## src/rtl/bsad_pkg.sv

```systemverilog
package bsad_pkg;

   localparam int MODE_W = 5;
   localparam int ADDR_W = 16;

   // banking line positions in the mode word
   localparam int MODE_LORAM  = 0;
   localparam int MODE_HIRAM  = 1;
   localparam int MODE_CHAREN = 2;
   localparam int MODE_GAME   = 3;
   localparam int MODE_EXROM  = 4;

   localparam logic [MODE_W-1:0] MODE_RESET = 5'b11111;

   // top three address bits of the cartridge windows
   localparam logic [2:0] WIN_ROML    = 3'b100;  // 0x8000
   localparam logic [2:0] WIN_ROMH_LO = 3'b101;  // 0xA000
   localparam logic [2:0] WIN_ROMH_HI = 3'b111;  // 0xE000

   typedef enum logic [0:0] {
      CMD_SET_MODE = 1'b0,
      CMD_ACCESS   = 1'b1
   } cmd_type;

   typedef enum logic [2:0] {
      DEV_RAM    = 3'd0,
      DEV_BASIC  = 3'd1,
      DEV_KERNAL = 3'd2,
      DEV_CHAR   = 3'd3,
      DEV_IO     = 3'd4,
      DEV_NONE   = 3'd5
   } device_type;

   typedef struct packed {
      device_type        device_select;
      logic [ADDR_W-1:0] device_addr;
      logic              romh_sel;
      logic              roml_sel;
      logic [MODE_W-1:0] mode_now;
   } result_type;

   // entry: device code in bits 6:4, base offset in 4 KiB pages in bits 3:0
   localparam logic [7:0] BANK_MAPS [15][16] = '{
      '{8'h00, 8'h01, 8'h02, 8'h03, 8'h04, 8'h05, 8'h06, 8'h07,
        8'h08, 8'h09, 8'h0A, 8'h0B, 8'h0C, 8'h0D, 8'h0E, 8'h0F},
      '{8'h00, 8'h01, 8'h02, 8'h03, 8'h04, 8'h05, 8'h06, 8'h07,
        8'h08, 8'h09, 8'h52, 8'h53, 8'h0C, 8'h30, 8'h20, 8'h21},
      '{8'h00, 8'h01, 8'h02, 8'h03, 8'h04, 8'h05, 8'h06, 8'h07,
        8'h50, 8'h51, 8'h52, 8'h53, 8'h0C, 8'h30, 8'h20, 8'h21},
      '{8'h00, 8'h01, 8'h02, 8'h03, 8'h04, 8'h05, 8'h06, 8'h07,
        8'h08, 8'h09, 8'h0A, 8'h0B, 8'h0C, 8'h40, 8'h0E, 8'h0F},
      '{8'h00, 8'h01, 8'h02, 8'h03, 8'h04, 8'h05, 8'h06, 8'h07,
        8'h08, 8'h09, 8'h52, 8'h53, 8'h0C, 8'h40, 8'h20, 8'h21},
      '{8'h00, 8'h01, 8'h02, 8'h03, 8'h04, 8'h05, 8'h06, 8'h07,
        8'h50, 8'h51, 8'h52, 8'h53, 8'h0C, 8'h40, 8'h20, 8'h21},
      '{8'h00, 8'h01, 8'h02, 8'h03, 8'h04, 8'h05, 8'h06, 8'h07,
        8'h08, 8'h09, 8'h0A, 8'h0B, 8'h0C, 8'h30, 8'h0E, 8'h0F},
      '{8'h00, 8'h01, 8'h02, 8'h03, 8'h04, 8'h05, 8'h06, 8'h07,
        8'h08, 8'h09, 8'h0A, 8'h0B, 8'h0C, 8'h30, 8'h20, 8'h21},
      '{8'h00, 8'h01, 8'h02, 8'h03, 8'h04, 8'h05, 8'h06, 8'h07,
        8'h50, 8'h51, 8'h10, 8'h11, 8'h0C, 8'h30, 8'h20, 8'h21},
      '{8'h00, 8'h01, 8'h02, 8'h03, 8'h04, 8'h05, 8'h06, 8'h07,
        8'h08, 8'h09, 8'h0A, 8'h0B, 8'h0C, 8'h40, 8'h20, 8'h21},
      '{8'h00, 8'h01, 8'h02, 8'h03, 8'h04, 8'h05, 8'h06, 8'h07,
        8'h50, 8'h51, 8'h10, 8'h11, 8'h0C, 8'h40, 8'h20, 8'h21},
      '{8'h00, 8'h01, 8'h50, 8'h50, 8'h50, 8'h50, 8'h50, 8'h50,
        8'h50, 8'h51, 8'h50, 8'h50, 8'h50, 8'h40, 8'h52, 8'h53},
      '{8'h00, 8'h01, 8'h02, 8'h03, 8'h04, 8'h05, 8'h06, 8'h07,
        8'h08, 8'h09, 8'h10, 8'h11, 8'h0C, 8'h30, 8'h20, 8'h21},
      '{8'h00, 8'h01, 8'h02, 8'h03, 8'h04, 8'h05, 8'h06, 8'h07,
        8'h08, 8'h09, 8'h10, 8'h11, 8'h0C, 8'h40, 8'h20, 8'h21},
      '{8'h00, 8'h01, 8'h50, 8'h50, 8'h50, 8'h50, 8'h50, 8'h50,
        8'h08, 8'h09, 8'h50, 8'h50, 8'h50, 8'h40, 8'h0E, 8'h0F}
   };

   localparam logic [3:0] READ_MAP_OF_MODE [32] = '{
      4'd0,  4'd0,  4'd1,  4'd2,  4'd0,  4'd3,  4'd4,  4'd5,
      4'd0,  4'd6,  4'd7,  4'd8,  4'd0,  4'd3,  4'd9,  4'd10,
      4'd11, 4'd11, 4'd11, 4'd11, 4'd11, 4'd11, 4'd11, 4'd11,
      4'd0,  4'd6,  4'd7,  4'd12, 4'd0,  4'd3,  4'd9,  4'd13
   };

   localparam logic [3:0] WRITE_MAP_OF_MODE [32] = '{
      4'd0,  4'd0,  4'd0,  4'd0,  4'd0,  4'd3,  4'd3,  4'd3,
      4'd0,  4'd0,  4'd0,  4'd0,  4'd0,  4'd3,  4'd3,  4'd3,
      4'd14, 4'd14, 4'd14, 4'd14, 4'd14, 4'd14, 4'd14, 4'd14,
      4'd0,  4'd0,  4'd0,  4'd0,  4'd0,  4'd3,  4'd3,  4'd3
   };

endpackage

```

## src/rtl/bank_switch_address_decoder_top.sv

```systemverilog
// Bank-switching address decoder.
//
// Request channel (req_valid / req_ready): one item is either a set-mode
// command (req_cmd = 0) that merges req_pins into the banking mode under
// req_mask, or an access (req_cmd = 1) that decodes req_addr through the
// read or write bank table picked by the mode and req_is_write.
// Response channel (rsp_valid / rsp_ready): one item per request, in order:
// device code, device-relative address, cartridge ROMH/ROML decodes and the
// mode after the item.
// Path: input register, then table lookup and compare into the result
// register, where rsp_valid rises; an untaken full result holds the item back.
// Throughput: one item per cycle while results are taken; the lookup reads
// the mode's table select, then its bank entry, between the two registers,
// and the mode register updates as a set-mode item leaves the input register,
// so the next item sees the new mode.
// Reset: both stages empty, mode = all lines high (31).
// Stall: when rsp_ready is low the result register holds; the input register
// still takes one more item, then req_ready drops until the result moves on.
module bank_switch_address_decoder_top (
   input  logic                              clock,
   input  logic                              reset,
   input  logic                              req_valid,
   output logic                              req_ready,
   input  logic [0:0]                        req_cmd,
   input  logic [bsad_pkg::MODE_W-1:0]       req_pins,
   input  logic [bsad_pkg::MODE_W-1:0]       req_mask,
   input  logic [bsad_pkg::ADDR_W-1:0]       req_addr,
   input  logic                              req_is_write,
   output logic                              rsp_valid,
   input  logic                              rsp_ready,
   output logic [2:0]                        rsp_device_select,
   output logic [bsad_pkg::ADDR_W-1:0]       rsp_device_addr,
   output logic                              rsp_romh_sel,
   output logic                              rsp_roml_sel,
   output logic [bsad_pkg::MODE_W-1:0]       rsp_mode_now
);
   import bsad_pkg::*;

   // input stage
   logic              in_valid_ff;
   logic              in_valid_in;
   cmd_type           cmd_ff;
   logic [MODE_W-1:0] pins_ff;
   logic [MODE_W-1:0] mask_ff;
   logic [ADDR_W-1:0] addr_ff;
   logic              is_write_ff;

   // result stage
   logic              out_valid_ff;
   logic              out_valid_in;
   result_type        result_ff;
   result_type        result_in;

   logic              advance;
   logic              take;
   logic [MODE_W-1:0] mode_cur;
   logic [MODE_W-1:0] mode_merged;

   // item moves from input register into result register
   assign advance   = in_valid_ff & (~out_valid_ff | rsp_ready);
   assign req_ready = ~in_valid_ff | advance;
   assign take      = req_valid & req_ready;

   assign in_valid_in  = take | (in_valid_ff & ~advance);
   assign out_valid_in = advance | (out_valid_ff & ~rsp_ready);

   bsad_mode u_mode (
      .clock       (clock),
      .reset       (reset),
      .update      (advance && (cmd_ff == CMD_SET_MODE)),
      .pins        (pins_ff),
      .mask        (mask_ff),
      .mode_cur    (mode_cur),
      .mode_merged (mode_merged)
   );

   bsad_decode u_decode (
      .cmd         (cmd_ff),
      .addr        (addr_ff),
      .is_write    (is_write_ff),
      .mode_cur    (mode_cur),
      .mode_merged (mode_merged),
      .result      (result_in)
   );

   always_ff @(posedge clock) begin
      if (reset) begin
         in_valid_ff  <= 1'b0;
         out_valid_ff <= 1'b0;
      end else begin
         in_valid_ff  <= in_valid_in;
         out_valid_ff <= out_valid_in;
      end
   end

   // payload registers, no reset
   always_ff @(posedge clock) begin
      if (take) begin
         cmd_ff      <= cmd_type'(req_cmd);
         pins_ff     <= req_pins;
         mask_ff     <= req_mask;
         addr_ff     <= req_addr;
         is_write_ff <= req_is_write;
      end
      if (advance) begin
         result_ff <= result_in;
      end
   end

   assign rsp_valid         = out_valid_ff;
   assign rsp_device_select = result_ff.device_select;
   assign rsp_device_addr   = result_ff.device_addr;
   assign rsp_romh_sel      = result_ff.romh_sel;
   assign rsp_roml_sel      = result_ff.roml_sel;
   assign rsp_mode_now      = result_ff.mode_now;

endmodule

```

## src/rtl/bsad_mode.sv

```systemverilog
module bsad_mode (
   input  logic                       clock,
   input  logic                       reset,
   input  logic                       update,
   input  logic [bsad_pkg::MODE_W-1:0] pins,
   input  logic [bsad_pkg::MODE_W-1:0] mask,
   output logic [bsad_pkg::MODE_W-1:0] mode_cur,
   output logic [bsad_pkg::MODE_W-1:0] mode_merged
);
   import bsad_pkg::*;

   logic [MODE_W-1:0] mode_ff;
   logic [MODE_W-1:0] mode_in;

   assign mode_merged = (mode_ff & ~mask) | (pins & mask);
   assign mode_in     = update ? mode_merged : mode_ff;
   assign mode_cur    = mode_ff;

   always_ff @(posedge clock) begin
      if (reset) begin
         mode_ff <= MODE_RESET;
      end else begin
         mode_ff <= mode_in;
      end
   end

endmodule

```

## src/rtl/bsad_decode.sv

```systemverilog
module bsad_decode (
   input  bsad_pkg::cmd_type                cmd,
   input  logic [bsad_pkg::ADDR_W-1:0]      addr,
   input  logic                             is_write,
   input  logic [bsad_pkg::MODE_W-1:0]      mode_cur,
   input  logic [bsad_pkg::MODE_W-1:0]      mode_merged,
   output bsad_pkg::result_type             result
);
   import bsad_pkg::*;

   logic [3:0] map_sel;
   logic [7:0] entry;
   logic [2:0] top;
   logic       ultimax;
   logic       romh_hit;
   logic       roml_hit;

   assign top     = addr[15:13];
   // EXROM high, GAME low
   assign ultimax = mode_cur[MODE_EXROM] & ~mode_cur[MODE_GAME];

   always_comb begin
      map_sel  = is_write ? WRITE_MAP_OF_MODE[mode_cur] : READ_MAP_OF_MODE[mode_cur];
      entry    = BANK_MAPS[map_sel][addr[15:12]];
      romh_hit = (mode_cur[MODE_HIRAM] & ~mode_cur[MODE_EXROM] & ~mode_cur[MODE_GAME]
                  & (top == WIN_ROMH_LO))
               | (ultimax & (top == WIN_ROMH_HI));
      roml_hit = (mode_cur[MODE_LORAM] & mode_cur[MODE_HIRAM] & ~mode_cur[MODE_EXROM]
                  & (top == WIN_ROML))
               | (ultimax & (top == WIN_ROML));

      unique case (cmd)
         CMD_SET_MODE: begin
            result.device_select = DEV_NONE;
            result.device_addr   = '0;
            result.romh_sel      = 1'b0;
            result.roml_sel      = 1'b0;
            result.mode_now      = mode_merged;
         end
         CMD_ACCESS: begin
            result.device_select = device_type'(entry[6:4]);
            result.device_addr   = {entry[3:0], addr[11:0]};
            result.romh_sel      = romh_hit;
            result.roml_sel      = roml_hit;
            result.mode_now      = mode_cur;
         end
         default: begin
            result.device_select = DEV_NONE;
            result.device_addr   = '0;
            result.romh_sel      = 1'b0;
            result.roml_sel      = 1'b0;
            result.mode_now      = mode_cur;
         end
      endcase
   end

endmodule

```

## config.mk

```make
export PLATFORM = sky130hd
export DESIGN_NAME = bank_switch_address_decoder_top
export DESIGN_NICKNAME = d
export VERILOG_FILES = /design/src/rtl/bsad_pkg.sv /design/src/rtl/bank_switch_address_decoder_top.sv /design/src/rtl/bsad_mode.sv /design/src/rtl/bsad_decode.sv
export SDC_FILE = /design/constraint.sdc
export NUM_CORES = 1
export LEC_CHECK = 0
export ABC_AREA = 1
export BUFFER_PORTS_ARGS = -buffer_cell sky130_fd_sc_hd__buf_4
export CORE_UTILIZATION = 37
export CTS_BUF_LIST = sky130_fd_sc_hd__clkbuf_4 sky130_fd_sc_hd__clkbuf_8
export DETAILED_ROUTE_END_ITERATION = 8
export PLACE_DENSITY_LB_ADDON = 0.12
export SYNTH_ARGS = -nofsm -noshare
export SYNTH_HDL_FRONTEND = slang
export SYNTH_SLANG_ARGS = --single-unit
```

## constraint.sdc

```tcl
create_clock -name clock -period 2.4 [get_ports clock]
set_input_delay 0.36 -clock clock [delete_from_list [all_inputs] [get_ports clock]]
set_output_delay 0.36 -clock clock [all_outputs]
set_load 0.01 [all_outputs]
```

After elaboration in Yosys (flattened, before gate mapping) --
Memories as Yosys holds them, arrays and structs flattened. Index checks and enable logic that the tools add are counted.
Storage, ports and cells: register bits 61, ROM bits 2304, word-level logic and storage cells 67, memories 3
Memory list:
- (name not given) | depth 16, width 128, read ports 1, clocked after memory_dff 0, write ports 0, RTL line bsad_decode.sv:24 | entry = BANK_MAPS[map_sel][addr[15:12]];
- (name not given) | depth 32, width 4, read ports 1, clocked after memory_dff 0, write ports 0, RTL line bsad_decode.sv:23 | map_sel = is_write ? WRITE_MAP_OF_MODE[mode_cur] : READ_MAP_OF_MODE[mode_cur];
- (name not given) | depth 32, width 4, read ports 1, clocked after memory_dff 0, write ports 0, RTL line bsad_decode.sv:23
Cells by class: order comparisons 3, eq/ne operators 3, muxes and demuxes 11, bitwise logic cells 33, reductions and logical operators 1
Operators with widths (number):
- $mux 128 | 2
- $pmux 26 s2 | 1
- $bmux 8 s4 | 1
- $mux 4 | 5
- $mux 7 | 2
- $and 1x1->1 | 13
- $and 5x5->5 | 2
- $ge 5x5->1 const B | 2
- $not 4->5 | 2
- $eq 3x3->1 const B | 3
- $not 1->1 | 7
- $ge 6x6->1 const B | 1
- $not 5->6 | 1
- $or 1x1->1 | 6
- $not 5->5 | 1
- $or 5x5->5 | 1
- $logic_and 1x1->1 | 1

Logic depth before layout (Yosys ltp) --
Gate-level depths: netlist of the first run.
depth in word-level cells 13, mapped depth 18, gate-level depth less buffers 18

By module --
A second synthesis of the first run with hierarchy kept.
Unflattened totals: cell total of the unflattened synthesis 318, area total of the unflattened synthesis 3046.7 um^2
By module, submodules not included:
- bank_switch_address_decoder_top | instances 1, cells each 69, area an instance 1740.4 um^2, seq. area each 1661.6 um^2
- bsad_decode | instances 1, cells each 198, area an instance 1008.5 um^2, seq. area each 0.0 um^2
- bsad_mode | instances 1, cells each 51, area an instance 297.8 um^2, seq. area each 100.1 um^2

Worst setup path before layout of the first run --
No wires, ideal clock.
path kind register to register, start register u_mode.mode_ff[0] (netlist: u_mode.mode_cur[0]), end register result_ff (netlist bit rsp_device_select[0]), data pin, setup time 0.252 ns, data arrival time 2.117 ns, required time 2.148 ns, setup slack 0.031 ns, stages on the path, launching flop included 18, period minus slack after synthesis 2.369 ns, path through dfxtp_1 inv_1 ha_1 nand2_1 nand3_1 nand2_1 nand2_1 nand2_1 nand2_1 ha_1 a21oi_4 nand2_1 nand2_1 nand3_1 nand2_1 nand2_1 nand2_1 nand2_1
On the way: cells in the longest elaborated chain, start to end 13
Ends and longest elaborated chain:
- start: declaration | RTL line bsad_mode.sv:12 | logic [MODE_W-1:0] mode_ff;
- start signal: assignment | RTL line bsad_mode.sv:23 | mode_ff <= mode_in;
- $not 5->6 (implied by the code) (*) | RTL line bsad_decode.sv:23
- $mem_v2 32x4
- $mux 4 (implied by the code) (2 in series) | RTL line bsad_decode.sv:23
- $mux 4 (*) | RTL line bsad_decode.sv:23
- $not 4->5 (implied by the code) (*) | RTL line bsad_decode.sv:24
- $mem_v2 16x128 (*)
- $mux 128 (implied by the code) (*) (2 in series) | RTL line bsad_decode.sv:24
- $bmux 8 s4 (*) | RTL line bsad_decode.sv:24
- $mux 7 (implied by the code) (*) (2 in series) | RTL line bsad_decode.sv:24
- $pmux 26 s2 (*) | RTL line bsad_decode.sv:32 | unique case (cmd)
- end signal: assignment | RTL line bank_switch_address_decoder_top.sv:106 | result_ff <= result_in;
- end: declaration | RTL line bank_switch_address_decoder_top.sv:51 | result_type result_ff;
Every way passes the cells marked *; elsewhere a longest branch is shown, timed or not. The select of a mux whose other input is x is not followed. A chain may end at the register's enable or synchronous reset.

Final worst setup path of the first run --
start register u_mode.mode_ff[1] (netlist: u_mode.mode_cur[1]), end register result_ff (netlist bit rsp_device_addr[14]), data pin
The elaborated chain is that of the path after synthesis.

==> summary.log, run 1 <==
INFO  status         status=complete, no violations
INFO  grt            grt_start_max_net_pins=25
INFO  sta            final_critical_path_time_including_i_o_delays_and_setup=2.29ns
INFO  clock_tree     clk-insertion-delay-late=0.33ns
INFO  clock_tree     path_clk_slew=0.08ns
INFO  floorplanning  die_area=8220squm
INFO  route          wire_per_inst=12.9microns
INFO  yosys          syn-cell-area=2910squm
INFO  critical_path  endpoint_required_time_on_the_critical_path=2.48ns
INFO  final_layout   most_common_library_cell_in_the_layout_ignoring_fill_and_taps=sky130_fd_sc_hd__nand2_1
INFO  grt            grt_antenna_before_repair=0
INFO  yosys          synthesis.area_per_instance=10.2squm
INFO  route          routed_wirelength=5980microns
INFO  floorplanning  floorplan.initialDensity=0.393
INFO  route          post_drt_via_cell_ratio=4.61
INFO  hold_path      min_path_type=input pin to register
INFO  sta            setup_failing_eps_final=0
INFO  critical_path  critical_path_peak_fanout=4
INFO  placed_design  place.detailed.instances=446
INFO  critical_path  timing.setup.critical_path_class=register to register
INFO  power          power.clock.fraction=0.369
INFO  route          drt-initial-drc-count=70
INFO  final_layout   multi_input_comb_area=1020squm
INFO  clock_tree     tritoncts=yes
INFO  floorplanning  die_w=90.7microns
INFO  grt            number_of_global_route_vias_before_repair=2059
INFO  final_layout   final.fill_count=684
INFO  final_layout   area_growth_syn_to_layout=31.6%
INFO  final_layout   sequential_cell_area=1760squm
INFO  sta            period_share=0.954
INFO  final_layout   drive_gt1_frac=0.340
INFO  final_layout   post-route-util=0.517
INFO  power          leakagePower=1.74nW
INFO  placed_design  port_buffers=59
INFO  critical_path  cp_endpoint_kind=register
INFO  sta            hold_viol=0
INFO  critical_path  setup.worst_path.start_class=register
INFO  power          power.density_cell_area=694nW/um^2
INFO  final_layout   most_frequent_cells_in_the_layout=sky130_fd_sc_hd__nand2_1, sky130_fd_sc_hd__buf_4, sky130_fd_sc_hd__edfxtp_1
INFO  yosys          synth_seq_area_share=0.606
INFO  critical_path  crit_path_max_incr_delay=0.37ns
INFO  floorplanning  die_height=90.7microns
INFO  final_layout   layout.nets=402
INFO  sta            finClkSkew=0.0117ns
INFO  clock_tree     postCtsHoldBufs=0
INFO  critical_path  worstPathCellList=inv_4, ha_4, nand2_1, o211ai_1, a21oi_4, o22ai_4, inv_2, ha_1, o21ai_2, nand2_1, nand2_1, nand2_1, o21ai_1, inv_1
INFO  placed_design  dp_hpwl=4370microns
INFO  clock_tree     cts-buffers-inserted=9
INFO  grt            grt_usage=0.152
INFO  sta            final_max_slew_viol_count=0
INFO  yosys          postSynthCellCount=285
INFO  critical_path  crit_arrival=2.37ns
INFO  sta            fmax=437MHz
INFO  power          power.share.switching=0.254
INFO  yosys          synthesis.nets=327
INFO  final_layout   final_cells=464
INFO  floorplanning  core_area=7410squm
INFO  route          route.vias.total=2137
INFO  clock_tree     clockRootBuffer=sky130_fd_sc_hd__clkbuf_8
INFO  yosys          yosys_cell_types=34
INFO  critical_path  timing.critical_path.max_delay_family=compound AO/OA/AOI/OAI gates
INFO  clock_tree     htree_levels=3
INFO  route          ant_nets=0
INFO  placed_design  globalplace.congestion=0.883
INFO  power          finalPower=2.66mW
INFO  critical_path  critical_path_most_common_cell=sky130_fd_sc_hd__nand2_1
INFO  job            number_of_violations_of_the_max_capacitance_limit=0
INFO  route          detail_route.first_pass.iterations=4
INFO  critical_path  timing.critical_path.slowest_stage_cell=sky130_fd_sc_hd__dfxtp_2
INFO  sta            finalHoldWorstSlack=0.201ns
INFO  floorplanning  row_count=31
INFO  sta            slew-limit-headroom=0.782
INFO  floorplanning  pin_count=60
INFO  yosys          ys_seq_elements=61
INFO  yosys          synth.yosys.warnings=0
INFO  clock_tree     cts_buffer_depth=2
INFO  route          drc=0
INFO  grt            global_route.overflow_total=0
INFO  power          internal_power=1.98mW
INFO  clock_tree     cts.sink_count=61
INFO  power          seq_power_share=0.473
INFO  critical_path  timing.critical_path.buf_inv=3
INFO  sta            slew_at_the_pin_closest_to_its_max_slew_limit=0.318ns
INFO  grt            grt_first_pass_wirelength=9460microns
INFO  final_layout   num_antenna_cells=0
INFO  power          vdd_ir_drop_max=0.000303V
INFO  power          power_frac_comb=0.159
INFO  power          p_sw=674uW
## registers in the layout (all words and copies together) (netlist names)
name / cells
mask_ff: 5
rsp_device_addr: 16
pins_ff: 5
addr_ff: 16
in_valid_ff: 1
rsp_romh_sel: 1
u_mode.mode_cur: 5
is_write_ff: 1
rsp_valid: 1
rsp_roml_sel: 1
rsp_mode_now: 5
rsp_device_select: 3
cmd_ff: 1
## through the flow
step	worst slack [ns]	setup TNS (ns)	cell area, sq um
3_5_place_dp	-0.0131	-0.0131	3520
2_1_floorplan	0.0305	0	2910
4_1_cts	0.0174	0	3750
3_3_place_gp	0.0336	0	3520
6_report	0.110	0	3830
5_1_grt	-0.0157	-0.0157	3830
## what timing repair did
item	CTS	global route
pin swaps	1	11
gates resized for setup	4	18
endpoints found under the setup margin	2	4
cloned	0	0
buffers inserted	0	2
## power by group through the flow
stage / sequential (mW) / combinational (mW) / clock, mW
5_1_grt: 1.26 / 0.467 / 1.06
3_3_place_gp: 1.28 / 0.387 / 0
6_report: 1.26 / 0.421 / 0.980
3_5_place_dp: 1.28 / 0.389 / 0
2_1_floorplan: 1.28 / 0.242 / 0
4_1_cts: 1.25 / 0.403 / 1.01
## area by class of cell
class,instances,share of cell area
Clock buffer,9,0.0324
Clock inverter,7,0.0235
Inverter,42,0.0435
Multi-Input combinational cell,176,0.266
Sequential cell,61,0.461
Tap cell,99,0.0324
Timing Repair Buffer,70,0.142
## kinds of logic (layout without fill, tap and decap cells)
| logic type | after synthesis | count (layout) | share of synthesized area |
|---|---|---|---|
| and+or+nand+nor | 123 | 123 | 0.184 |
| DFF | 61 | 61 | 0.606 |
| buffers and inverters | 48 | 128 | 0.0701 |
| AOI/OAI and AO/OA | 43 | 43 | 0.0976 |
| adders and majority gates | 10 | 10 | 0.0430 |
## synthesized netlist by cell type, drive strengths merged
cell type,number,area [sq um]
a2111oi,1,8.76
a21oi,15,105
buf,4,31.3
clkbuf,2,8.75
clkinv,1,5.00
dfxtp,7,140
edfxtp,54,1620
ha,10,125
inv,41,159
nand2,89,349
nand3,15,95.1
nand3b,1,7.51
nand4,2,12.5
nor2,13,53.8
nor3,2,10.0
o211ai,2,15.0
o21ai,18,97.6
o221ai,5,43.8
o22ai,1,6.26
o31ai,1,7.51
or2,1,6.26
## routing by layer
metal	up-vias	GRT usage	part of all wire
met3	4	0.0606	0.045
met1	968	0.176	0.44
met2	58	0.256	0.51
met4	0	0.0484	0.0082
met5	-	0	0
li1	1107	-	-
## path summary, 6_finish.rpt
check                     startpoint                   to  slack (ns)  cells past startpoint
setup / recovery  u_mode.mode_cur[1]  rsp_device_addr[14]        0.11                     14
hold / removal                 reset          in_valid_ff        0.20                      2
setup reg to reg  u_mode.mode_cur[1]  rsp_device_addr[14]        0.11                     14
hold reg to reg          in_valid_ff            rsp_valid        0.47                      2
No activity file was read; power rests on OpenSTA's default activity.
==> inputs of run 2 (changes only) <==
--- a/config.mk
+++ b/config.mk
@@ -5,7 +5,6 @@
 export SDC_FILE = /design/constraint.sdc
 export NUM_CORES = 1
 export LEC_CHECK = 0
-export ABC_AREA = 1
 export BUFFER_PORTS_ARGS = -buffer_cell sky130_fd_sc_hd__buf_4
 export CORE_UTILIZATION = 37
 export CTS_BUF_LIST = sky130_fd_sc_hd__clkbuf_4 sky130_fd_sc_hd__clkbuf_8
==> summary.log, run 2 <==
INFO  yosys          synthesis.area_per_instance=12.6squm [+24%]
INFO  final_layout   layout.nets=382 [-5.0%]
INFO  grt            grt_usage=0.169 [+0.0171]
INFO  hold_path      min_path_type=input pin to register
INFO  sta            finClkSkew=0.00805ns [-0.00363 ns]
INFO  critical_path  cp_endpoint_kind=register
INFO  sta            period_share=1.07 [+0.120]
INFO  floorplanning  pin_count=60 [unchanged]
INFO  sta            rsz0062_at_grt=yes
INFO  yosys          synthesis.nets=283 [-13%]
INFO  floorplanning  die_w=92.7microns [+2.2%]
INFO  sta            slew_at_the_pin_closest_to_its_max_slew_limit=0.678ns [+0.360 ns]
INFO  route          routed_wirelength=6850microns [+15%]
INFO  critical_path  crit_arrival=2.67ns [+0.30 ns]
INFO  yosys          yosys.area.top_type=sky130_fd_sc_hd__edfxtp_1
INFO  final_layout   final.fill_count=721 [+5.4%]
INFO  yosys          synth-main-ff-cell=sky130_fd_sc_hd__edfxtp_1
INFO  power          vdd_ir_drop_max=0.000376V [+24%]
INFO  floorplanning  die_height=92.7microns [+2.2%]
INFO  floorplanning  core_area=7850squm [+5.9%]
INFO  route          post_drt_via_cell_ratio=5.13 [+11%]
INFO  yosys          synth_adder_area_share=0.0411 [-0.00189]
INFO  placed_design  port_buffers=59 [unchanged]
INFO  power          leakagePower=1.63nW [-6.1%]
INFO  route          ant_nets=0 [unchanged]
INFO  critical_path  timing.critical_path.slowest_stage_cell=sky130_fd_sc_hd__dfxtp_4
INFO  yosys          synth_mux_area_frac=0.0222 [+0.0222]
INFO  final_layout   most_frequent_cells_in_the_layout=sky130_fd_sc_hd__buf_4, sky130_fd_sc_hd__edfxtp_1, sky130_fd_sc_hd__nand2_1
INFO  route          detail_route.first_pass.iterations=4 [unchanged]
INFO  yosys          synth.most_common_cell=sky130_fd_sc_hd__edfxtp_1
INFO  sta            slew-limit-headroom=0.548 [-0.234]
INFO  final_layout   drive_gt1_frac=0.449 [+0.110]
INFO  yosys          postSynthCellCount=241 [-15%]
INFO  clock_tree     path_clk_slew=0.08ns [about the same]
INFO  placed_design  place.detailed.instances=429 [-3.8%]
INFO  yosys          synth_simple_gate_area_share=0.142 [-0.0414]
INFO  placed_design  dp_hpwl=5000microns [+14%]
INFO  sta            hold_viol=0 [unchanged]
INFO  power          finalPower=2.50mW [-6.0%]
INFO  route          wire_per_inst=15.3microns [+19%]
INFO  sta            final_critical_path_time_including_i_o_delays_and_setup=2.58ns [+0.288 ns]
INFO  final_layout   multi_input_comb_area=1340squm [+32%]
INFO  yosys          synth_top_cells_by_count=sky130_fd_sc_hd__edfxtp_1, sky130_fd_sc_hd__nand2_1, sky130_fd_sc_hd__a21oi_1, sky130_fd_sc_hd__and2_1, sky130_fd_sc_hd__ha_1
INFO  yosys          synth_seq_area_share=0.579 [-0.0266]
INFO  yosys          share_of_flip_flops_with_an_asynchronous_set_or_reset=0 [unchanged]
INFO  yosys          complex_gate_fraction_of_the_synthesized_area=0.187 [+0.0895]
INFO  power          power_frac_comb=0.177 [+0.018]
INFO  final_layout   post-route-util=0.532 [+0.0157]
INFO  critical_path  timing.critical_path.buf_inv=2 [-1]
INFO  route          drc=0 [unchanged]
INFO  yosys          synth_area_leaders=sky130_fd_sc_hd__edfxtp_1, sky130_fd_sc_hd__dfxtp_1, sky130_fd_sc_hd__ha_1
INFO  power          power.density_cell_area=597nW/um^2 [-14%]
INFO  grt            global_route.overflow_total=0 [unchanged]
INFO  sta            setup_failing_eps_final=7 [+7]
INFO  yosys          syn-cell-area=3040squm [+4.6%]
INFO  critical_path  setup.worst_path.start_class=register
INFO  yosys          synth.yosys.warnings=0 [unchanged]
INFO  power          seq_power_share=0.502 [+0.029]
INFO  critical_path  crit_path_max_incr_delay=0.36ns [about the same]
INFO  status         violations=negative setup slack
INFO  floorplanning  floorplan.initialDensity=0.388 [-0.00492]
INFO  power          internal_power=1.83mW [-7.8%]
INFO  critical_path  critical_path_peak_fanout=4 [unchanged]
INFO  yosys          synth_top_family_by_area=compound AO/OA/AOI/OAI gates
INFO  final_layout   most_common_library_cell_in_the_layout_ignoring_fill_and_taps=sky130_fd_sc_hd__buf_4
INFO  clock_tree     clk-insertion-delay-late=0.34ns [about the same]
INFO  critical_path  endpoint_required_time_on_the_critical_path=2.49ns [about the same]
INFO  grt            grt_antenna_before_repair=0 [unchanged]
INFO  final_layout   final_cells=447 [-3.7%]
INFO  power          power.clock.fraction=0.321 [-0.048]
INFO  route          route.vias.total=2294 [+7.3%]
INFO  critical_path  worstPathCellList=inv_4, ha_4, mux2_4, a311o_2, nor2_4, inv_2, ha_4, nor3_4, o41a_2, o31ai_1, a221o_1
INFO  clock_tree     clockRootBuffer=sky130_fd_sc_hd__clkbuf_8
INFO  final_layout   area_growth_syn_to_layout=37.3%
INFO  yosys          synth-edff-count=54 [unchanged]
INFO  clock_tree     cts.sink_count=61 [unchanged]
INFO  grt            number_of_global_route_vias_before_repair=2318 [+13%]
INFO  sta            fin_setup_tns=-0.649ns [-0.649 ns]
INFO  yosys          synth-xor-area-share=0.00288 [+0.00288]
INFO  clock_tree     cts-buffers-inserted=9 [unchanged]
INFO  clock_tree     htree_levels=3 [unchanged]
INFO  critical_path  timing.critical_path.max_delay_family=compound AO/OA/AOI/OAI gates
INFO  final_layout   num_antenna_cells=0 [unchanged]
INFO  placed_design  globalplace.congestion=0.837 [-5.3%]
INFO  route          drt-initial-drc-count=76 [+8.6%]
INFO  yosys          yosys_cell_types=60 [+76%]
INFO  power          power.share.switching=0.268 [+0.0142]
INFO  floorplanning  row_count=32 [+3.2%]
INFO  grt            grt_first_pass_wirelength=11000microns [+16%]
INFO  floorplanning  die_area=8590squm [+4.5%]
INFO  sta            final_max_slew_viol_count=0 [unchanged]
INFO  final_layout   sequential_cell_area=1770squm [+0.28%]
INFO  yosys          ys_seq_elements=61 [unchanged]
INFO  critical_path  critical_path_most_common_cell=sky130_fd_sc_hd__ha_4
INFO  clock_tree     cts_buffer_depth=2 [unchanged]
INFO  status         status=finished, violations left
INFO  job            number_of_violations_of_the_max_capacitance_limit=0 [unchanged]
INFO  sta            fmax=388MHz [-11%]
INFO  power          p_sw=669uW [-0.79%]
INFO  yosys          synthDominantCellAreaShare=0.533 [-0.0245]
INFO  clock_tree     tritoncts=yes
INFO  critical_path  timing.setup.critical_path_class=register to register
INFO  grt            grt_start_max_net_pins=21 [-16%]
INFO  sta            pnr_worst_setup_slack=-0.178ns [-0.288 ns]
-- run 2: layout make-up --
type / instances / share of cell area
Clock buffer: 10 / 0.0314
Clock inverter: 6 / 0.00958
Inverter: 8 / 0.00839
Multi-Input combinational cell: 162 / 0.320
Sequential cell: 61 / 0.423
Tap cell: 102 / 0.0305
Timing Repair Buffer: 98 / 0.176
-- run 2: stage by stage --
stage / worst slack (ns) / hold WS [ns] / area, sq um
after floorplan: -0.175 / 0.432 / 3130
after global placement: -0.199 / 0.499 / 3940
after detailed placement: -0.224 / 0.508 / 3940
after CTS: -0.173 / 0.181 / 4140
after global routing: -0.278 / 0.182 / 4180
final: -0.178 / 0.194 / 4180
-- run 2: routing by layer --
| metal | track usage | vias to the layer above | wire, microns |
|---|---|---|---|
| li1 | - | 1121 | - |
| met1 | 0.197 | 1079 | 2940 |
| met2 | 0.294 | 74 | 3430 |
| met3 | 0.0353 | 20 | 270 |
| met4 | 0.0859 | 0 | 207 |
| met5 | 0 | - | 0 |
-- run 2: logic make-up (layout without fill, tap and decap cells) --
kind of cell,count (synthesis),count (layout)
AND/OR/NAND/NOR,78,78
XOR/XNOR,1,1
adder cells (fa/ha/maj),10,10
multiplexers,6,6
flip-flops,61,61
buffers and inverters,18,122
AO/OA/AOI/OAI,67,67
-- run 2: what timing repair did --
item,in CTS,in global routing
resized for setup,7,9
pin swaps,6,2
hold buffers,0,0
buffers inserted,2,0
setup endpoints to repair,7,7
-- run 2: power groups by stage --
stage | Sequential, mW | Combinational, mW | Clock, mW
2_1_floorplan | 1.27 | 0.237 | 0
3_3_place_gp | 1.28 | 0.414 | 0
3_5_place_dp | 1.28 | 0.418 | 0
4_1_cts | 1.25 | 0.428 | 0.825
5_1_grt | 1.26 | 0.478 | 0.862
6_report | 1.25 | 0.442 | 0.801
-- run 2: final timing paths --
path	start	endpoint	slack, ns	cells after the start
worst max-delay path	u_mode.mode_cur[1]	rsp_device_select[0]	-0.18	11
worst min-delay path	req_addr[10]	addr_ff[10]	0.19	1
worst max register to register	u_mode.mode_cur[1]	rsp_device_select[0]	-0.18	11
worst min register to register	in_valid_ff	rsp_valid	0.52	2
==> inputs of run 3 (changes only) <==
==> constraint.sdc (replaced) <==
create_clock -name clock -period 2.1 [get_ports clock]
set_input_delay 0.315 -clock clock [delete_from_list [all_inputs] [get_ports clock]]
set_output_delay 0.315 -clock clock [all_outputs]
set_load 0.01 [all_outputs]
==> summary.log, run 3 (synthesized netlist as in run 2, its figures left out) <==
INFO  status         violations=negative setup slack
INFO  placed_design  detailed_place.area=3970squm [+0.89%]
INFO  power          finalPower=3.05mW [+22%]
INFO  sta            hold_viol=0 [unchanged]
INFO  sta            slew_at_the_pin_closest_to_its_max_slew_limit=0.696ns [+0.0184 ns]
INFO  critical_path  cp_endpoint_kind=register
INFO  clock_tree     cts.sink_count=61 [unchanged]
INFO  clock_tree     postCtsHoldBufs=0 [unchanged]
INFO  hold_path      worst_hold_startpoint=req_addr[7]
INFO  floorplanning  die_height=92.7microns [unchanged]
INFO  power          vdd_ir_drop_max=0.000407V [+8.3%]
INFO  critical_path  setup.worst_path.start_class=register
INFO  critical_path  timing.critical_path.buf_inv=2 [unchanged]
INFO  floorplanning  die_area=8590squm [unchanged]
INFO  sta            setup_failing_eps_final=7 [unchanged]
INFO  floorplanning  pin_count=60 [unchanged]
INFO  sta            pnr_worst_setup_slack=-0.479ns [-0.301 ns]
INFO  route          post_drt_via_cell_ratio=5.21 [+1.6%]
INFO  route          routed_wirelength=7150microns [+4.3%]
INFO  floorplanning  die_w=92.7microns [unchanged]
INFO  critical_path  endpoint_required_time_on_the_critical_path=2.19ns [-0.30 ns]
INFO  sta            fmax=388MHz [about the same]
INFO  route          drc=0 [unchanged]
INFO  sta            final_max_slew_viol_count=0 [unchanged]
INFO  final_layout   num_antenna_cells=0 [unchanged]
INFO  floorplanning  row_count=32 [unchanged]
INFO  route          drt-initial-drc-count=110 [+45%]
INFO  critical_path  timing.critical_path.slowest_stage_cell=sky130_fd_sc_hd__dfxtp_4
INFO  final_layout   most_frequent_cells_in_the_layout=sky130_fd_sc_hd__buf_4, sky130_fd_sc_hd__edfxtp_1, sky130_fd_sc_hd__nand2_1
INFO  critical_path  timing.setup.critical_path_class=register to register
INFO  clock_tree     path_clk_slew=0.08ns [about the same]
INFO  placed_design  globalplace.congestion=0.878 [+4.9%]
INFO  clock_tree     cts_buffer_depth=2 [unchanged]
INFO  critical_path  timing.critical_path.max_delay_family=compound AO/OA/AOI/OAI gates
INFO  clock_tree     cts-buffers-inserted=9 [unchanged]
INFO  final_layout   area_growth_syn_to_layout=43.2%
INFO  critical_path  worstReg2RegStart=u_mode.mode_cur[1]
INFO  job            number_of_violations_of_the_max_capacitance_limit=0 [unchanged]
INFO  critical_path  crit_arrival=2.67ns [about the same]
INFO  final_layout   fin_area=4360squm [+4.3%]
INFO  critical_path  critical_path_peak_fanout=3 [-1]
INFO  final_layout   most_common_library_cell_in_the_layout_ignoring_fill_and_taps=sky130_fd_sc_hd__buf_4
INFO  clock_tree     clockRootBuffer=sky130_fd_sc_hd__clkbuf_8
INFO  sta            finClkSkew=0.0133ns [+0.00527 ns]
INFO  grt            grt_first_pass_wirelength=11400microns [+3.5%]
INFO  grt            number_of_global_route_vias_before_repair=2402 [+3.6%]
INFO  final_layout   layout.nets=387 [+1.3%]
INFO  floorplanning  core_area=7850squm [unchanged]
INFO  route          detail_route.first_pass.iterations=4 [unchanged]
INFO  clock_tree     tritoncts=yes
INFO  power          leakagePower=1.68nW [+2.9%]
INFO  critical_path  worstPathCellList=inv_4, ha_4, mux2_4, a311o_2, nor2_4, inv_4, ha_4, and3_4, a32oi_2, o311ai_1, a211o_1
INFO  route          route.vias.total=2356 [+2.7%]
INFO  sta            rsz0062_at_grt=yes
INFO  sta            period_share=1.23 [+0.154]
INFO  grt            grt_usage=0.175 [+0.00561]
INFO  sta            slew-limit-headroom=0.536 [-0.0123]
INFO  route          ant_nets=0 [unchanged]
INFO  placed_design  dp_hpwl=5050microns [+0.99%]
INFO  floorplanning  floorplan.initialDensity=0.388 [unchanged]
INFO  grt            grt_start_max_net_pins=23 [+9.5%]
INFO  hold_path      min_path_type=input pin to register
INFO  sta            final_critical_path_time_including_i_o_delays_and_setup=2.58ns [+0.000696 ns]
INFO  grt            global_route.overflow_total=0 [unchanged]
INFO  route          wire_per_inst=15.8microns [+3.2%]
INFO  grt            grt_antenna_before_repair=0 [unchanged]
INFO  placed_design  port_buffers=59 [unchanged]
INFO  clock_tree     htree_levels=3 [unchanged]
INFO  power          power.density_cell_area=700nW/um^2 [+17%]
INFO  clock_tree     clk-insertion-delay-late=0.34ns [about the same]
INFO  critical_path  worst_setup_path_startpoint=u_mode.mode_cur[1]
INFO  status         status=finished, violations left
INFO  critical_path  crit_path_max_incr_delay=0.36ns [about the same]
INFO  final_layout   drive_gt1_frac=0.494 [+0.0450]
## run 3: cell count changes in the layout (fill, tap and decap cells not counted), sizes merged
| cell | previous run | this run |
|---|---|---|
| buf | 98 | 103 |
| clkinv | 5 | 3 |
| inv | 8 | 10 |
| bufinv | 0 | 1 |
| clkbuf | 10 | 9 |
## run 3: final timing paths
kind                          end  cells after the start  slack, ns
min                    addr_ff[7]                      1       0.14
max          rsp_device_select[2]                     11      -0.48
max reg2reg  rsp_device_select[2]                     11      -0.48
min reg2reg    u_mode.mode_cur[3]                      1       0.52
## run 3: per-stage QoR
stage                     cells  TNS, ns  hold slack [ns]  setup WS (ns)   util
after global placement      432    -2.85            0.493         -0.493  0.506
after detailed placement    432    -3.03            0.494         -0.486  0.506
after CTS                   450    -2.82            0.132         -0.480  0.544
after global routing        452    -3.48            0.131         -0.583  0.555
after floorplan             241    -2.58            0.387         -0.475      -
final                       452    -2.88            0.144         -0.479  0.555
## run 3: metal layers
| layer | part of all wire | track usage |
|---|---|---|
| met4 | 0.021 | 0.0872 |
| met5 | 0 | 0 |
| met1 | 0.40 | 0.183 |
| met2 | 0.54 | 0.323 |
| met3 | 0.039 | 0.0427 |
## run 3: layout make-up
class	count	area (sq um)
clock inverter	7	73.8
tap	102	128
fill	702	3490
inverter	8	35.0
sequential	61	1770
clock buffer	9	124
multi-input combinational	162	1440
timing repair buffer	103	790
## run 3: what timing repair did
| action | 4_1_cts | 5_1_grt |
|---|---|---|
| gates resized for setup | 20 | 16 |
| pin swaps | 10 | 6 |
| setup buffers | 2 | 2 |
| setup endpoints to repair | 7 | 7 |
| gates cloned | 0 | 0 |
## run 3: report_power, final
group          internal, mW  switching, mW
Combinational         0.286          0.279
Clock                 0.554          0.501
Sequential             1.39         0.0384
